### config.mk
export PLATFORM = sky130hd
export DESIGN_NAME = crq_ctrl
export DESIGN_NICKNAME = d
export VERILOG_FILES = /design/src/rtl/crq_pkg.sv /design/src/rtl/crq_ctrl.sv
export SDC_FILE = /design/constraint.sdc
export NUM_CORES = 1
export LEC_CHECK = 0
export BUFFER_PORTS_ARGS = -buffer_cell sky130_fd_sc_hd__buf_4
export CELL_PAD_IN_SITES_DETAIL_PLACEMENT = 0
export CELL_PAD_IN_SITES_GLOBAL_PLACEMENT = 1
export CORE_AREA = 3 3 41 43
export CTS_CLUSTER_DIAMETER = 120
export CTS_CLUSTER_SIZE = 28
export DETAILED_ROUTE_END_ITERATION = 8
export DIE_AREA = 0 0 44 46
export MAX_ROUTING_LAYER = met4
export PLACE_DENSITY_LB_ADDON = 0.1
export SYNTH_ARGS = -nofsm -noshare
export SYNTH_HDL_FRONTEND = slang
export SYNTH_SLANG_ARGS = --single-unit
### constraint.sdc
create_clock -name clk -period 1.9 [get_ports clk]
set_clock_uncertainty 0.2 [all_clocks]
set_input_delay 0.38 -clock clk [delete_from_list [all_inputs] [get_ports clk]]
set_output_delay 0.38 -clock clk [all_outputs]
set_load 0.03 [all_outputs]
### src/rtl/crq_pkg.sv
// ----------------------------------------------------------------------------
// crq_pkg: shared types and constants for the coalescing request queue
// Field widths, opcode and status codes, and the controller/datapath
// command and status bundles.
// ----------------------------------------------------------------------------
package crq_pkg;

  // Field widths
  localparam int OP_W     = 2;
  localparam int CLIP_W   = 16;
  localparam int KEY_W    = CLIP_W + 1;
  localparam int FRAME_W  = 32;
  localparam int HANDLE_W = 16;
  localparam int STATUS_W = 3;
  localparam int QDEPTH_W = 9;
  localparam int TOTAL_W  = 32;

  typedef enum logic [OP_W-1:0] {
    OP_SUBMIT = 2'd0,
    OP_POP    = 2'd1,
    OP_RESET  = 2'd2,
    OP_NONE   = 2'd3
  } op_t;

  typedef enum logic [STATUS_W-1:0] {
    ST_APPENDED       = 3'd0,
    ST_REPLACED       = 3'd1,
    ST_DROPPED_APPEND = 3'd2,
    ST_POPPED         = 3'd3,
    ST_POP_EMPTY      = 3'd4,
    ST_RESET          = 3'd5
  } stat_t;

  // Queue update performed by the datapath
  typedef enum logic [2:0] {
    UPD_NONE,
    UPD_REPLACE,
    UPD_APPEND,
    UPD_POP,
    UPD_POP_EMPTY,
    UPD_CLEAR
  } upd_t;

  typedef enum logic [2:0] {
    S_IDLE,
    S_DECODE,
    S_SCAN,
    S_CHECK,
    S_POP,
    S_FINISH
  } state_t;

  // One queue entry as stored in memory
  typedef struct packed {
    logic [KEY_W-1:0]    key;
    logic [FRAME_W-1:0]  focus;
    logic [FRAME_W-1:0]  source;
    logic [HANDLE_W-1:0] payload;
  } entry_t;

  typedef struct packed {
    logic [OP_W-1:0]     opcode;
    logic [CLIP_W-1:0]   clip_id;
    logic                clip_present;
    logic [FRAME_W-1:0]  focus_no;
    logic [FRAME_W-1:0]  source_no;
    logic [HANDLE_W-1:0] payload_handle;
  } req_t;

  typedef struct packed {
    stat_t               status;
    logic [CLIP_W-1:0]   out_clip_id;
    logic                out_clip_present;
    logic [FRAME_W-1:0]  out_focus_no;
    logic [FRAME_W-1:0]  out_source_no;
    logic [HANDLE_W-1:0] out_payload_handle;
    logic [QDEPTH_W-1:0] fill_level;
    logic [TOTAL_W-1:0]  dropped_total;
    logic [TOTAL_W-1:0]  submitted_total;
  } rsp_t;

  // Controller to datapath
  typedef struct packed {
    logic in_ready;
    logic load_req;
    logic scan_init;
    logic scan_read;
    logic pop_read;
    upd_t upd;
    logic load_out;
  } cmd_t;

  // Datapath to controller
  typedef struct packed {
    op_t  op;
    logic present;
    logic scan_zero;
    logic match;
    logic empty;
    logic out_free;
  } sts_t;

endpackage

### src/rtl/crq_ctrl.sv
// ----------------------------------------------------------------------------
// crq_ctrl: sequencer of the coalescing request queue
// Decodes the captured command, steps the newest-to-oldest key scan and
// hands the result to the output register.
// ----------------------------------------------------------------------------
module crq_ctrl (
  input  logic          clk,
  input  logic          rst,
  input  logic          in_valid,
  input  crq_pkg::sts_t sts,
  output crq_pkg::cmd_t cmd
);
  import crq_pkg::*;

  state_t state;
  state_t state_next;

  // State register
  always_ff @(posedge clk) begin
    if (rst) begin
      state <= S_IDLE;
    end else begin
      state <= state_next;
    end
  end

  // Next state and commands
  always_comb begin
    state_next    = state;
    cmd           = '0;
    cmd.upd       = UPD_NONE;
    unique case (state)
      S_IDLE: begin
        cmd.in_ready = 1'b1;
        if (in_valid) begin
          cmd.load_req = 1'b1;
          state_next   = S_DECODE;
        end
      end
      S_DECODE: begin
        unique case (sts.op)
          OP_SUBMIT: begin
            if (sts.present) begin
              cmd.scan_init = 1'b1;
              state_next    = S_SCAN;
            end else begin
              cmd.upd    = UPD_APPEND;
              state_next = S_FINISH;
            end
          end
          OP_POP: begin
            if (sts.empty) begin
              cmd.upd    = UPD_POP_EMPTY;
              state_next = S_FINISH;
            end else begin
              cmd.pop_read = 1'b1;
              state_next   = S_POP;
            end
          end
          OP_RESET: begin
            cmd.upd    = UPD_CLEAR;
            state_next = S_FINISH;
          end
          default: begin
            state_next = S_IDLE;
          end
        endcase
      end
      S_SCAN: begin
        // Fetch the next older entry, or append once all are checked
        if (sts.scan_zero) begin
          cmd.upd    = UPD_APPEND;
          state_next = S_FINISH;
        end else begin
          cmd.scan_read = 1'b1;
          state_next    = S_CHECK;
        end
      end
      S_CHECK: begin
        if (sts.match) begin
          cmd.upd    = UPD_REPLACE;
          state_next = S_FINISH;
        end else begin
          state_next = S_SCAN;
        end
      end
      S_POP: begin
        cmd.upd    = UPD_POP;
        state_next = S_FINISH;
      end
      S_FINISH: begin
        // Wait for room in the result register
        if (sts.out_free) begin
          cmd.load_out = 1'b1;
          state_next   = S_IDLE;
        end
      end
      default: begin
        state_next = S_IDLE;
      end
    endcase
  end

endmodule

Word-level counts from Yosys, hierarchy flattened:

Index checks and enable logic that the tools add are counted.

* add/sub/neg operators: 0
* reductions and logical operators: 3
* mux-type cells: 26
* order comparisons: 0
* divide/modulo/power cells: 0
* shift-type cells: 0
* equal/unequal tests: 9
* multiply operators: 0
* bitwise logic cells: 0

Operator list (count)
* 3-bit 2-to-1 mux: 6
* 3-bit case mux with 3 select lines: 2
* 3-bit case mux with 6 select lines: 1
* 1-bit 2-to-1 mux: 13
* 3-bit case mux with 4 select lines: 1
* 3-bit by 2-bit equality test with 1-bit output (second input constant): 2
* 3-bit equality test (second input constant): 2
* 2-bit 2-to-1 mux: 3
* 2-bit != test (second input constant): 2
* 3-bit by 1-bit equality test with 1-bit output (second input constant): 1
* 3-bit logical NOT: 1
* 2-bit by 1-bit equality test with 1-bit output (second input constant): 1
* 2-bit equality test (second input constant): 1
* 2-bit logical NOT: 1
* 2-bit AND reduction: 1

* RAM bits: 0
* latch bits: 0
* word-level logic and storage cells: 39
* output and inout port bits: 9
* memories: 0
* bits in registers: 3
* bits in read-only memories: 0

Longest topological paths before layout:

* word-level depth: 3
* gate-level depth with buffers: 5

Least setup slack after synthesis:

Ideal clock, no wire load.

* kind: register -> output
* from: register state[0]
* to: output cmd[7] (netlist bit)
* data arrival time: 1.659 ns
* path buffers: 1
* path slack: -0.339 ns
* cell stages (with the launch flop): 4
* cells stage by stage: dfxtp_1 -> clkbuf_1 -> nor3_1 -> and2_1

RTL lines
* from (decl): line crq_ctrl.sv:15 `state_t state;`
* from (signal assigned): line crq_ctrl.sv:23 `state <= state_next;`
* to (decl): line crq_ctrl.sv:11 `output crq_pkg::cmd_t cmd`

==> flow_metrics.tcl <==
set metrics [dict create \
    cts_num_sinks 3 \
    cts_max_path_buffers 2 \
    yosysSeqAreaShare 0.157 \
    track_usage 0.109 \
    dp.cells 88 \
    routedWlPerCell_um 10.7 \
    setup.worst_path.class "input pin to output pin" \
    final_nets 93 \
    antenna_found_initial 0 \
    area_delta_synth_final_pct 81.0 \
    clk_latency_ns 0.23 \
    final_cells 93 \
    syn_area_per_cell_sq_um 7.79 \
    period_share 1.07 \
    dieArea_sq_um 2020 \
    cts_hold_buf 0 \
    fmax_ghz 0.491 \
    num_vias 452 \
    rr_worst_depth 4 \
    yosys.area.top_type "dfxtp_1" \
    min_path_type "input pin to register" \
    synth_warnings 0 \
    crit_path_start_kind "input pin" \
    power_uw 366 \
    p_leak_nw 0.318 \
    drtPass1Iterations 4 \
    worst_slew_pin_slew_ns 0.374 \
    via_per_inst 4.86 \
    initial_utilization 0.286 \
    gp_congestion 0.764 \
    cts_made_buffers 3 \
    drive_above_1_share 0.538 \
    grt_pass1_wl_um 1570 \
    regArea_sq_um 62.6 \
    row_count 13 \
    final.setup.tns_ns -0.225 \
    cts_tree "yes" \
    ir_drop_mv 0.323 \
    first_global_vias 396 \
    hold_viol_final 0 \
    drc 0 \
    finalWorstPathRequiredPeriod_ns 2.04 \
    synth_top_area_share 0.157 \
    multi_input_area_sq_um 343 \
    largestRegisters "state: 3 flops" \
    r2r_start "state[1]" \
    io_buffers 18 \
    final.setup.worst_slack_ns -0.138 \
    routed_wl_um 993 \
    fp.coreArea_sq_um 1330 \
    syn-cell-area_sq_um 382 \
    startpoint "sts[6]" \
    hold_depth 2 \
    max-slew-margin-rel 0.749 \
    top_register "state" \
    n_fill_cell 144 \
    ys_ff_latch 3 \
    power.density_cell_area_nw_per_um2 529 \
    detail-route-antenna-nets 0 \
    violations "setup timing" \
    antenna_cells 0 \
    end_kind "output pin" \
    synthTopCellsByArea "dfxtp_1, ha_1, nand2b_1" \
    critPathMaxFanout 3 \
    cp.arrival_ns 1.46 \
    drt-initial-drc-count 8 \
    ys_types 29 \
    synthesis.nets 63 \
    grt_max_degree 13 \
    htreeDepth 1 \
    dieHeight_um 46 \
    gr-total-overflow 0 \
    clk_pin_slew_ns 0.04 \
    setup_viol_count_final 2 \
    max-cap-violations 0 \
    root_buffer "clkbuf_4" \
    syn_inst 49 \
    ios 19 \
    rsz0062_at_grt "true" \
    slew_violations 0 \
    dpl.hpwl_um 844 \
    worstPathRequired_ns 1.32 \
    worstHoldStart "rst" \
    largest_reg_flops 3 \
    run_status "finished with violations" \
    die_x_um 44 \
]
## area by class of cell
| cell class | instances | share of cell area |
|---|---|---|
| repair buffers | 28 | 0.332 |
| multi-input cells | 40 | 0.496 |
| inverters | 3 | 0.0163 |
| clock buffers | 4 | 0.0380 |
| well taps | 15 | 0.0272 |
| flip-flops and latches | 3 | 0.0906 |
## critical path, cell delays in order
cell     delay, ns
buf_8         0.10
ha_4          0.14
or4b_4        0.52
o21ai_4       0.17
buf_6         0.14
## per-stage QoR
| stage | utilization | worst slack (ns) | hold WS (ns) | instance area, sq um |
|---|---|---|---|---|
| floorplan | - | -0.0607 | 0.249 | 423 |
| global placement | 0.473 | -0.207 | 0.371 | 631 |
| detailed placement | 0.473 | -0.207 | 0.371 | 631 |
| CTS | 0.512 | -0.141 | 0.119 | 683 |
| global route | 0.518 | -0.168 | 0.116 | 691 |
| finish | 0.518 | -0.138 | 0.124 | 691 |
## cell usage after synthesis
| master | number |
|---|---|
| mux2i_1 | 1 |
| or3b_1 | 1 |
| nor2_1 | 3 |
| a31oi_1 | 1 |
| nor4_1 | 1 |
| and3_1 | 1 |
| inv_1 | 3 |
| o41a_1 | 1 |
| or4b_4 | 1 |
| nand2b_1 | 4 |
| o32ai_1 | 1 |
| and4b_1 | 1 |
| ha_1 | 4 |
| and3b_1 | 1 |
| clkbuf_1 | 1 |
| mux2_2 | 1 |
| a21oi_1 | 3 |
| o22ai_1 | 1 |
| nand3b_1 | 1 |
| dfxtp_1 | 3 |
| nor3b_1 | 2 |
| nand2_1 | 1 |
| buf_2 | 2 |
| nor3_1 | 2 |
| o21ai_1 | 1 |
| and2_1 | 1 |
| a21o_1 | 3 |
| o21ai_0 | 2 |
| a211oi_1 | 1 |
## placed cells by master, fill, tap and decap left out, types with 2 or more instances in the layout
master and instances:
a21o_1 3, a21oi_1 3, buf_4 24, buf_6 3, clkbuf_4 3, dfxtp_2 2, ha_1 2, inv_1 3
nand2b_1 4, nor2_1 2, o21ai_0 2
## worst paths after layout
path | endpoint | slack (ns)
setup / recovery | cmd[2] | -0.14
hold / removal | state[2] | 0.12
setup reg to reg | state[2] | 0.25
hold reg to reg | state[2] | 0.51
## per-layer routing
layer / part of all wire / GRT usage
met3: 0.086 / 0.0119
met1: 0.48 / 0.132
met4: 0 / 0.0723
met5: 0 / -
met2: 0.43 / 0.169
## logic make-up (layout without fill, tap and decap cells)
family                   count (synthesis)  count (layout)  synth area share
AO/OA/AOI/OAI                           14              14             0.243
multiplexers                             2               2            0.0557
AND/OR/NAND/NOR                         20              20             0.348
flip-flops                               3               3             0.157
adder cells (fa/ha/maj)                  4               4             0.131
buffers and inverters                    6              35            0.0656
## what timing repair did
action	4_1_cts	5_1_grt
setup endpoints to repair	3	6
gates resized for setup	6	3
pin swaps	3	1
buffers inserted	1	0
cloned	0	0
## report_power, final
group	switching [mW]	total [mW]	internal, mW
sequential	0.00434	0.0734	0.0690
clock	0.0311	0.110	0.0786
combinational	0.0910	0.183	0.0916
total	0.126	0.366	0.239
No activity file was read; power rests on OpenSTA's default activity.
